`src/rtl/lir_pkg.sv`:
```
package lir_pkg;

	// field widths fixed by the stream format
	localparam int SAMPLE_W = 16;
	localparam int STEP_W = 21;
	localparam int CFG_INDEX_W = 8;

	// default fixed-point format of the phase
	localparam int FRAC_BITS_DEF = 16;

	// cap on outputs caused by one frame
	localparam int MAX_OUT = 64;
	localparam int CNT_W = $clog2(MAX_OUT);

	// register reset values
	localparam logic [STEP_W-1:0] STEP_RESET = STEP_W'(65536);
	localparam logic STEREO_RESET = 1'b1;

	// register indexes
	localparam logic [CFG_INDEX_W-1:0] REG_PHASE_STEP = CFG_INDEX_W'(0);
	localparam logic [CFG_INDEX_W-1:0] REG_STEREO_MODE = CFG_INDEX_W'(1);

	// input opcodes
	localparam logic OP_FRAME = 1'b0;
	localparam logic OP_FLUSH = 1'b1;

	// controller to datapath
	typedef struct packed {
		logic load;
		logic flush;
		logic issue;
		logic skip;
	} lir_cmd_t;

	// datapath to controller
	typedef struct packed {
		logic run_ok;
		logic pipe_ready;
		logic issue_last;
	} lir_status_t;

endpackage

```
`src/rtl/lir_ctrl.sv`:
```
module lir_ctrl (
	input  logic                 clk,
	input  logic                 arst_n,
	input  logic                 s_tvalid,
	input  logic                 s_opcode,
	output logic                 s_tready,
	input  lir_pkg::lir_status_t status,
	output lir_pkg::lir_cmd_t    cmd
);

	typedef enum logic {
		ST_IDLE,
		ST_RUN
	} state_t;

	state_t state_q;
	logic   ready_q;
	logic   take;

	assign s_tready = ready_q;
	assign take = s_tvalid && ready_q;

	// command decode
	always_comb begin
		cmd = '0;
		cmd.load = take && (s_opcode == lir_pkg::OP_FRAME);
		cmd.flush = take && (s_opcode == lir_pkg::OP_FLUSH);
		if (state_q == ST_RUN) begin
			cmd.skip = !status.run_ok;
			cmd.issue = status.run_ok && status.pipe_ready;
		end
	end

	// state and ready register
	always_ff @(posedge clk or negedge arst_n) begin
		if (!arst_n) begin
			state_q <= ST_IDLE;
			ready_q <= 1'b1;
		end else begin
			case (state_q)
				ST_IDLE: begin
					if (cmd.load) begin
						state_q <= ST_RUN;
						ready_q <= 1'b0;
					end
				end
				ST_RUN: begin
					if (cmd.skip || (cmd.issue && status.issue_last)) begin
						state_q <= ST_IDLE;
						ready_q <= 1'b1;
					end
				end
				default: begin
					state_q <= ST_IDLE;
					ready_q <= 1'b1;
				end
			endcase
		end
	end

	// a run only ends from the run state
	assert property (@(posedge clk) disable iff (!arst_n)
		(cmd.issue || cmd.skip) |-> (state_q == ST_RUN && !ready_q))
		else $error("run command outside run state");

	// no new word is taken while a frame is running
	assert property (@(posedge clk) disable iff (!arst_n)
		(state_q == ST_RUN) |-> !take)
		else $error("input word taken during run");

endmodule

```
`src/rtl/lir_datapath.sv`:
```
module lir_datapath #(
	parameter int FRAC_BITS = lir_pkg::FRAC_BITS_DEF
) (
	input  logic                                clk,
	input  logic                                arst_n,
	// configuration writes
	input  logic                                cfg_we,
	input  logic [lir_pkg::CFG_INDEX_W-1:0]     cfg_index,
	input  logic [lir_pkg::STEP_W-1:0]          cfg_data,
	// input samples
	input  logic signed [lir_pkg::SAMPLE_W-1:0] sample_left,
	input  logic signed [lir_pkg::SAMPLE_W-1:0] sample_right,
	// control
	input  lir_pkg::lir_cmd_t                   cmd,
	output lir_pkg::lir_status_t                status,
	// result words
	output logic                                m_tvalid,
	input  logic                                m_tready,
	output logic signed [lir_pkg::SAMPLE_W-1:0] out_left,
	output logic signed [lir_pkg::SAMPLE_W-1:0] out_right,
	output logic                                last_of_run
);

	localparam int SW = lir_pkg::SAMPLE_W;
	localparam int DW = SW + 1;
	localparam int PH_MAX_W = (FRAC_BITS + 1 > lir_pkg::STEP_W) ? FRAC_BITS + 1
		: lir_pkg::STEP_W;
	localparam int PW = PH_MAX_W + 1;
	localparam int MW = FRAC_BITS + 2;
	localparam int PRODW = DW + MW;
	localparam logic [PW-1:0] ONE = PW'(1) << FRAC_BITS;

	// configuration registers
	logic [lir_pkg::STEP_W-1:0] step_q;
	logic                       stereo_q;

	// history and phase
	logic signed [SW-1:0] prev_l_q, prev_r_q;
	logic signed [SW-1:0] cur_l_q, cur_r_q;
	logic [PW-1:0]        phase_q;
	logic [lir_pkg::CNT_W-1:0] cnt_q;

	// multiply stage
	logic                    valid_s1;
	logic signed [PRODW-1:0] prod_l_s1, prod_r_s1;
	logic signed [SW-1:0]    a_l_s1, a_r_s1;
	logic                    r_en_s1;
	logic                    last_s1;

	// output stage
	logic                 valid_s2;
	logic signed [SW-1:0] out_l_s2, out_r_s2;
	logic                 last_s2;

	logic [PW-1:0]           next_phase, commit_phase;
	logic                    commit;
	logic                    adv_s1;
	logic signed [DW-1:0]    diff_l, diff_r;
	logic signed [MW-1:0]    ph_s;
	logic signed [PRODW-1:0] prod_l, prod_r;
	logic signed [DW-1:0]    q_l, q_r, sum_l, sum_r;

	// configuration write decode
	always_ff @(posedge clk or negedge arst_n) begin
		if (!arst_n) begin
			step_q <= lir_pkg::STEP_RESET;
			stereo_q <= lir_pkg::STEREO_RESET;
		end else if (cfg_we) begin
			if (cfg_index == lir_pkg::REG_PHASE_STEP) begin
				step_q <= cfg_data;
			end else if (cfg_index == lir_pkg::REG_STEREO_MODE) begin
				stereo_q <= cfg_data[0];
			end
		end
	end

	// phase advance and end-of-run test
	assign next_phase = phase_q + PW'(step_q);
	assign commit = (cmd.issue && status.issue_last) || cmd.skip;
	assign commit_phase = cmd.issue ? next_phase : phase_q;
	assign adv_s1 = valid_s1 && (!valid_s2 || m_tready);

	always_comb begin
		status.run_ok = (phase_q <= ONE);
		status.pipe_ready = !valid_s1 || adv_s1;
		status.issue_last = (next_phase > ONE) ||
			(cnt_q == lir_pkg::CNT_W'(lir_pkg::MAX_OUT - 1));
	end

	// state update
	always_ff @(posedge clk or negedge arst_n) begin
		if (!arst_n) begin
			prev_l_q <= '0;
			prev_r_q <= '0;
			phase_q <= ONE;
			cnt_q <= '0;
		end else begin
			if (cmd.flush) begin
				prev_l_q <= '0;
				prev_r_q <= '0;
				phase_q <= ONE;
			end else if (commit) begin
				phase_q <= (commit_phase > ONE) ? commit_phase - ONE : '0;
				prev_l_q <= cur_l_q;
				if (stereo_q) begin
					prev_r_q <= cur_r_q;
				end
			end else if (cmd.issue) begin
				phase_q <= next_phase;
			end
			if (cmd.load) begin
				cnt_q <= '0;
			end else if (cmd.issue) begin
				cnt_q <= cnt_q + lir_pkg::CNT_W'(1);
			end
		end
	end

	// current frame latch
	always_ff @(posedge clk) begin
		if (cmd.load) begin
			cur_l_q <= sample_left;
			cur_r_q <= sample_right;
		end
	end

	// difference times phase, phase is at most one here
	assign diff_l = DW'(cur_l_q) - DW'(prev_l_q);
	assign diff_r = DW'(cur_r_q) - DW'(prev_r_q);
	assign ph_s = $signed({1'b0, phase_q[FRAC_BITS:0]});
	assign prod_l = diff_l * ph_s;
	assign prod_r = diff_r * ph_s;

	// multiply stage valid
	always_ff @(posedge clk or negedge arst_n) begin
		if (!arst_n) begin
			valid_s1 <= 1'b0;
		end else if (cmd.issue) begin
			valid_s1 <= 1'b1;
		end else if (adv_s1) begin
			valid_s1 <= 1'b0;
		end
	end

	always_ff @(posedge clk) begin
		if (cmd.issue) begin
			prod_l_s1 <= prod_l;
			prod_r_s1 <= prod_r;
			a_l_s1 <= prev_l_q;
			a_r_s1 <= prev_r_q;
			r_en_s1 <= stereo_q;
			last_s1 <= status.issue_last;
		end
	end

	// floor shift and add back the previous sample
	assign q_l = prod_l_s1[FRAC_BITS +: DW];
	assign q_r = prod_r_s1[FRAC_BITS +: DW];
	assign sum_l = DW'(a_l_s1) + q_l;
	assign sum_r = DW'(a_r_s1) + q_r;

	// output register
	always_ff @(posedge clk or negedge arst_n) begin
		if (!arst_n) begin
			valid_s2 <= 1'b0;
		end else if (adv_s1) begin
			valid_s2 <= 1'b1;
		end else if (m_tready) begin
			valid_s2 <= 1'b0;
		end
	end

	always_ff @(posedge clk) begin
		if (adv_s1) begin
			out_l_s2 <= sum_l[SW-1:0];
			out_r_s2 <= r_en_s1 ? sum_r[SW-1:0] : '0;
			last_s2 <= last_s1;
		end
	end

	assign m_tvalid = valid_s2;
	assign out_left = out_l_s2;
	assign out_right = out_r_s2;
	assign last_of_run = last_s2;

	// an output is only started at a position inside the current interval
	assert property (@(posedge clk) disable iff (!arst_n)
		cmd.issue |-> (status.run_ok && status.pipe_ready))
		else $error("issue outside interval or into a full stage");

	// the stored phase after a run never exceeds its bound
	assert property (@(posedge clk) disable iff (!arst_n)
		commit |=> (phase_q <= ONE || phase_q < PW'(1) << lir_pkg::STEP_W))
		else $error("phase out of range after run");

	// the last output of a full-length run is marked
	assert property (@(posedge clk) disable iff (!arst_n)
		(cmd.issue && cnt_q == lir_pkg::CNT_W'(lir_pkg::MAX_OUT - 1))
		|=> (valid_s1 && last_s1))
		else $error("run cap reached without last mark");

endmodule

```
`src/rtl/linear_interp_resampler_top.sv`:
```
// Linear interpolation sample rate converter for 16-bit PCM frames. Each frame word
// (left in tdata[15:0], right in tdata[31:16], tuser = 0) produces one output word for
// every output position between the previous and this frame, phase_step being the input
// over output rate with FRAC_BITS fractional bits; tlast marks the final word of a frame,
// and a frame may produce none or up to 64. A word with tuser = 1 flushes history and
// phase and produces nothing. A frame is accepted and then runs, issuing one output per
// cycle while downstream does not stall, or finding that it produces none; no new word
// is taken until the run ends. Outputs come from the single issue slot of the controller
// feeding one multiply stage. Each output is issued into the multiply stage register,
// then passes to the output register; downstream stalls hold the run. Configuration
// writes are always accepted and must only be made while the block is idle.
module linear_interp_resampler_top #(
	parameter int FRAC_BITS = lir_pkg::FRAC_BITS_DEF
) (
	input  logic                                clk,
	input  logic                                arst_n,
	// input stream
	input  logic                                s_tvalid,
	output logic                                s_tready,
	input  logic [31:0]                         s_tdata,  // sample_left, sample_right
	input  logic                                s_tuser,  // opcode
	// output stream
	output logic                                m_tvalid,
	input  logic                                m_tready,
	output logic [31:0]                         m_tdata,  // out_left, out_right
	output logic                                m_tlast,  // last_of_run
	// configuration write channel
	input  logic                                cfg_valid,
	output logic                                cfg_ready,
	input  logic [lir_pkg::CFG_INDEX_W-1:0]     cfg_index,
	input  logic [lir_pkg::STEP_W-1:0]          cfg_data
);

	localparam int SW = lir_pkg::SAMPLE_W;

	lir_pkg::lir_cmd_t    cmd;
	lir_pkg::lir_status_t status;
	logic signed [SW-1:0] out_left, out_right;

	assign cfg_ready = 1'b1;

	// sequencer
	lir_ctrl u_ctrl (
		.clk      (clk),
		.arst_n   (arst_n),
		.s_tvalid (s_tvalid),
		.s_opcode (s_tuser),
		.s_tready (s_tready),
		.status   (status),
		.cmd      (cmd)
	);

	// interpolation datapath
	lir_datapath #(
		.FRAC_BITS (FRAC_BITS)
	) u_datapath (
		.clk          (clk),
		.arst_n       (arst_n),
		.cfg_we       (cfg_valid && cfg_ready),
		.cfg_index    (cfg_index),
		.cfg_data     (cfg_data),
		.sample_left  (s_tdata[SW-1:0]),
		.sample_right (s_tdata[2*SW-1:SW]),
		.cmd          (cmd),
		.status       (status),
		.m_tvalid     (m_tvalid),
		.m_tready     (m_tready),
		.out_left     (out_left),
		.out_right    (out_right),
		.last_of_run  (m_tlast)
	);

	// output word packing
	assign m_tdata = {out_right, out_left};

endmodule
```
`config.mk`:
```
export PLATFORM = sky130hd
export DESIGN_NAME = linear_interp_resampler_top
export DESIGN_NICKNAME = d
export VERILOG_FILES = /design/src/rtl/lir_pkg.sv /design/src/rtl/lir_ctrl.sv /design/src/rtl/lir_datapath.sv /design/src/rtl/linear_interp_resampler_top.sv
export SDC_FILE = /design/constraint.sdc
export NUM_CORES = 2
export LEC_CHECK = 0
export BUFFER_PORTS_ARGS = -buffer_cell sky130_fd_sc_hd__buf_4
export CORE_ASPECT_RATIO = 1.75
export CORE_UTILIZATION = 40
export CTS_BUF_LIST = sky130_fd_sc_hd__clkbuf_16
export CTS_CLUSTER_SIZE = 28
export DETAILED_ROUTE_END_ITERATION = 10
export GPL_TIMING_DRIVEN = 0
export SLEW_MARGIN = 40
export SYNTH_ARGS = -nofsm -noshare
export SYNTH_HDL_FRONTEND = slang
export SYNTH_SLANG_ARGS = --single-unit
```
`constraint.sdc`:
```
create_clock -name clk -period 8 [get_ports clk]
set_input_delay 0.8 -clock clk [delete_from_list [all_inputs] [get_ports clk]]
set_output_delay 0.8 -clock clk [all_outputs]
set_load 0.005 [all_outputs]
```
==> metrics.csv <==
stage;metric;value;unit
grt;largest net degree at the start of global routing;87;
timing;clk_skew;0.0199;ns
logic_synthesis;register area share after synthesis;0.201;
floorplan;Die X-Extent;210;um
final_layout;Area Overhead vs Synth;16.0;%
power_and_ir_drop;maximum vdd ir drop;0.121;mV
floorplan;full die area;76800;sq um
power_and_ir_drop;PwrDens;67.3;nW/um^2
setup_path;CP bufs+invs;5;
logic_synthesis;syn_area_per_cell;9.50;sq um
grt;initial antenna violation count;5;
floorplan;floorplan die height;366;um
setup_path;FF-to-FF End;u_datapath.prod_r_s1[31];
floorplan;num rows;133;
logic_synthesis;Post-synth EDFFs;131;
logic_synthesis;register bit count reported by yosys;217;
logic_synthesis;count leader, synth;inv_1;
run_status;status;finished with violations;
logic_synthesis;Synth Flop Type;edfxtp_1;
drt;routed length per instance;19.4;um
timing;fin crit share;1.03;
cts;H-tree levels;1;
cts;clk sinks;217;
grt;GRT Residual Overflow;0;
timing;Setup TNS;-0.964;ns
logic_synthesis;Syn Inst Count;3187;
logic_synthesis;yosys warns;0;
cts;clock slew seen by the registers of the worst setup and hold paths;0.07;ns
power_and_ir_drop;Static Leak;16.8;nW
setup_path;CP peak stage delay;0.62;ns
timing;normalized max-slew margin;0.383;
cts;clk buf depth;3;
logic_synthesis;syn_nets;4003;
drt;wirelength, routed;85800;um
run_status;failing checks;setup timing;
cts;CTS tree;built;
drt;# DRC;0;
timing;max frequency;0.121;GHz
setup_path;cell family with most CP delay;adder cells;
final_layout;share of cells above drive strength 1;0.146;
setup_path;Worst Reg-to-Reg Cells;32;
setup_path;Crit-path slowest cell;fa_2;
hold_path;HP Class;in -> async;
grt;global-route wire length before repair;134000;um
floorplan;core area;75100;sq um
place;hpwl dp;68300;um
grt;vias in the first global route;24600;
logic_synthesis;post-synth top area share;0.298;
timing;worst slew pin tran;0.926;ns
setup_path;CP most frequent cell;fa_1;
timing;post-route minimum period;8.25;ns
timing;RSZ-0062 raised after global routing;true;
logic_synthesis;Netlist cell types;96;
logic_synthesis;Synth area leader;fa_1;
drt;met2 WL;47100;um
drt;DR WL met3;3420;um
setup_path;kind of critical path;reg -> reg;
cts;clk_lat worst skew;0.55;ns
timing;Final Hold Vio Count;0;
logic_synthesis;top post-synthesis cells by area;fa_1 30%, edfxtp_1 13%, ha_1 12%;
timing;Final WS setup;-0.249;ns
timing;Max Transition Viols Final;0;
setup_path;Worst setup EP type;flip-flop;
setup_path;R2R Setup Slk;-0.25;ns
place;Place WS;-2.19;ns
setup_path;CP max FO;7;
drt;1st-iter DRT viols;1124;
final_layout;nets@finish;4214;
drt;drt pass-1 iters;5;
drt;top routing layer used;met5;
setup_path;Required @ worst endpoint;8.29;ns
drt;DRT met1 WL;29300;um
cts;CTS root buf;clkbuf_16;
setup_path;reg2reg start;u_datapath.cur_r_q[0];
drt;routed via count;22900;
logic_synthesis;top cells by count, synth;640 x inv_1, 451 x fa_1, 392 x nand2_1;
drt;detail-routed via count per cell;5.18;
job;max cap viols;0;
logic_synthesis;Synth Cell Area;30300;sq um
place;Routability Congestion;0.927;
setup_path;Worst setup SP type;flip-flop;
cts;CTS buffer count;22;
final_layout;Final Core Density;0.468;
timing;final setup vio count;7;
grt;Global Route Usage Sum;0.229;
drt;remaining antenna violation count;0;
place;Port Buffer Count;101;
floorplan;Top Ports;103;
logic_synthesis;asr flop ratio synth;0.396;
setup_path;CP Data Arrival Time;8.54;ns
floorplan;Starting Density;0.403;
-- cells in the final DEF (no fill, tap or decap), types with 11 or more instances in the layout --
cell / Yosys / final
buf_2: 11 / 14
o21a_1: 15 / 15
xnor2_1: 69 / 47
nor3_1: 43 / 37
a211oi_1: 15 / 11
mux2_2: 23 / 23
xor2_1: 24 / 22
o21ai_0: 65 / 57
xnor2_2: 0 / 11
ha_4: 0 / 12
dfrtp_1: 82 / 80
nand2b_1: 22 / 19
buf_6: 6 / 23
or3_1: 22 / 19
edfxtp_1: 131 / 131
a21o_1: 28 / 28
clkbuf_2: 1 / 13
inv_1: 640 / 634
xnor2_4: 0 / 11
buf_4: 2 / 171
nand3_1: 52 / 51
a21oi_2: 6 / 19
ha_1: 298 / 283
and2_1: 191 / 186
and3_1: 25 / 24
a21oi_1: 85 / 66
nand2_1: 392 / 385
mux2i_1: 18 / 18
clkbuf_16: 0 / 23
clkbuf_1: 108 / 74
fa_1: 451 / 442
nor2b_1: 75 / 70
nor2_1: 111 / 102
nand4_1: 13 / 13
-- final cells by class --
class / instances / area (sq um)
Sequential cell: 217 / 6090
Inverter: 641 / 2410
Buffer: 130 / 737
Multi-Input combinational cell: 2195 / 22300
Fill cell: 7197 / 39900
Antenna cell: 2 / 5.00
Tap cell: 1012 / 1270
Clock buffer: 23 / 576
Timing Repair Buffer: 191 / 1600
Clock inverter: 17 / 151
-- worst register-to-register path, delay by kind of cell (launching register included) --
kind,cells,cell delay [ns]
fa+ha+maj,9,3.73
compound gates,12,2.19
xor+xnor,1,0.24
buf+inv,5,0.58
flops,1,0.38
simple gates,5,0.90
-- routing by layer --
layer,up-vias,GRT usage
li1,10400,-
met1,11600,0.238
met2,621,0.435
met3,256,0.0230
met4,2,0.144
met5,-,0
-- worst max-delay path by stage --
stage / start / end / slack (ns) / depth (start not counted)
global route: u_datapath.cur_r_q[0] / u_datapath.prod_r_s1[31] / -0.50 / 32
detailed placement: u_datapath.cur_l_q[0] / u_datapath.prod_l_s1[31] / -2.19 / 32
CTS: u_datapath.cur_r_q[0] / u_datapath.prod_r_s1[31] / -0.34 / 33
floorplan: u_datapath.cur_r_q[4] / u_datapath.prod_r_s1[31] / -0.1 / 31
global placement: u_datapath.cur_l_q[0] / u_datapath.prod_l_s1[31] / -2.10 / 32
finish: u_datapath.cur_r_q[0] / u_datapath.prod_r_s1[31] / -0.25 / 32
-- where the power goes --
| group | internal (mW) | switching, mW | leakage [nW] | total [mW] |
|---|---|---|---|---|
| clock | 0.594 | 0.484 | 0.359 | 1.08 |
| sequential | 1.19 | 0.00366 | 2.24 | 1.19 |
| combinational | 0.0461 | 0.0503 | 14.2 | 0.0964 |
| total | 1.83 | 0.538 | 16.8 | 2.36 |
-- registers in the layout (all words and copies together), names as in the netlist, 6 cells and up --
name and cells:
u_datapath.phase_q 22, u_datapath.step_q 21, u_datapath.a_l_s1 16, u_datapath.a_r_s1 16, u_datapath.cur_l_q 16, u_datapath.cur_r_q 16, u_datapath.out_left 16, u_datapath.out_right 16
u_datapath.prev_l_q 16, u_datapath.prev_r_q 16, u_datapath.prod_l_s1 16, u_datapath.prod_r_s1 16, u_datapath.cnt_q 6
-- stage by stage --
| stage | std cells | power [mW] | area (sq um) | hold WS, ns |
|---|---|---|---|---|
| floorplan | 3187 | 1.26 | 30300 | 0.400 |
| global placement | 4300 | 1.31 | 32300 | 0.411 |
| detailed placement | 4306 | 1.31 | 32600 | 0.418 |
| CTS | 4402 | 2.40 | 34600 | 0.292 |
| global route | 4427 | 2.43 | 35100 | 0.328 |
| finish | 4428 | 2.36 | 35100 | 0.257 |
-- kinds of logic after synthesis --
| logic type | share of synthesized area |
|---|---|
| AO/OA/AOI/OAI | 0.0710 |
| adder cells (fa/ha/maj) | 0.421 |
| AND/OR/NAND/NOR | 0.165 |
| buffers and inverters | 0.0993 |
| XOR/XNOR | 0.0276 |
| other | 0.000124 |
| multiplexers | 0.0145 |
| flip-flops | 0.201 |
-- timing repair --
action	in CTS	in global routing
hold buffers	0	0
pin swaps	68	70
resized for setup	160	105
setup endpoints to repair	32	22
setup buffers	60	24
Note: power is estimated with default switching activity, not from simulation.
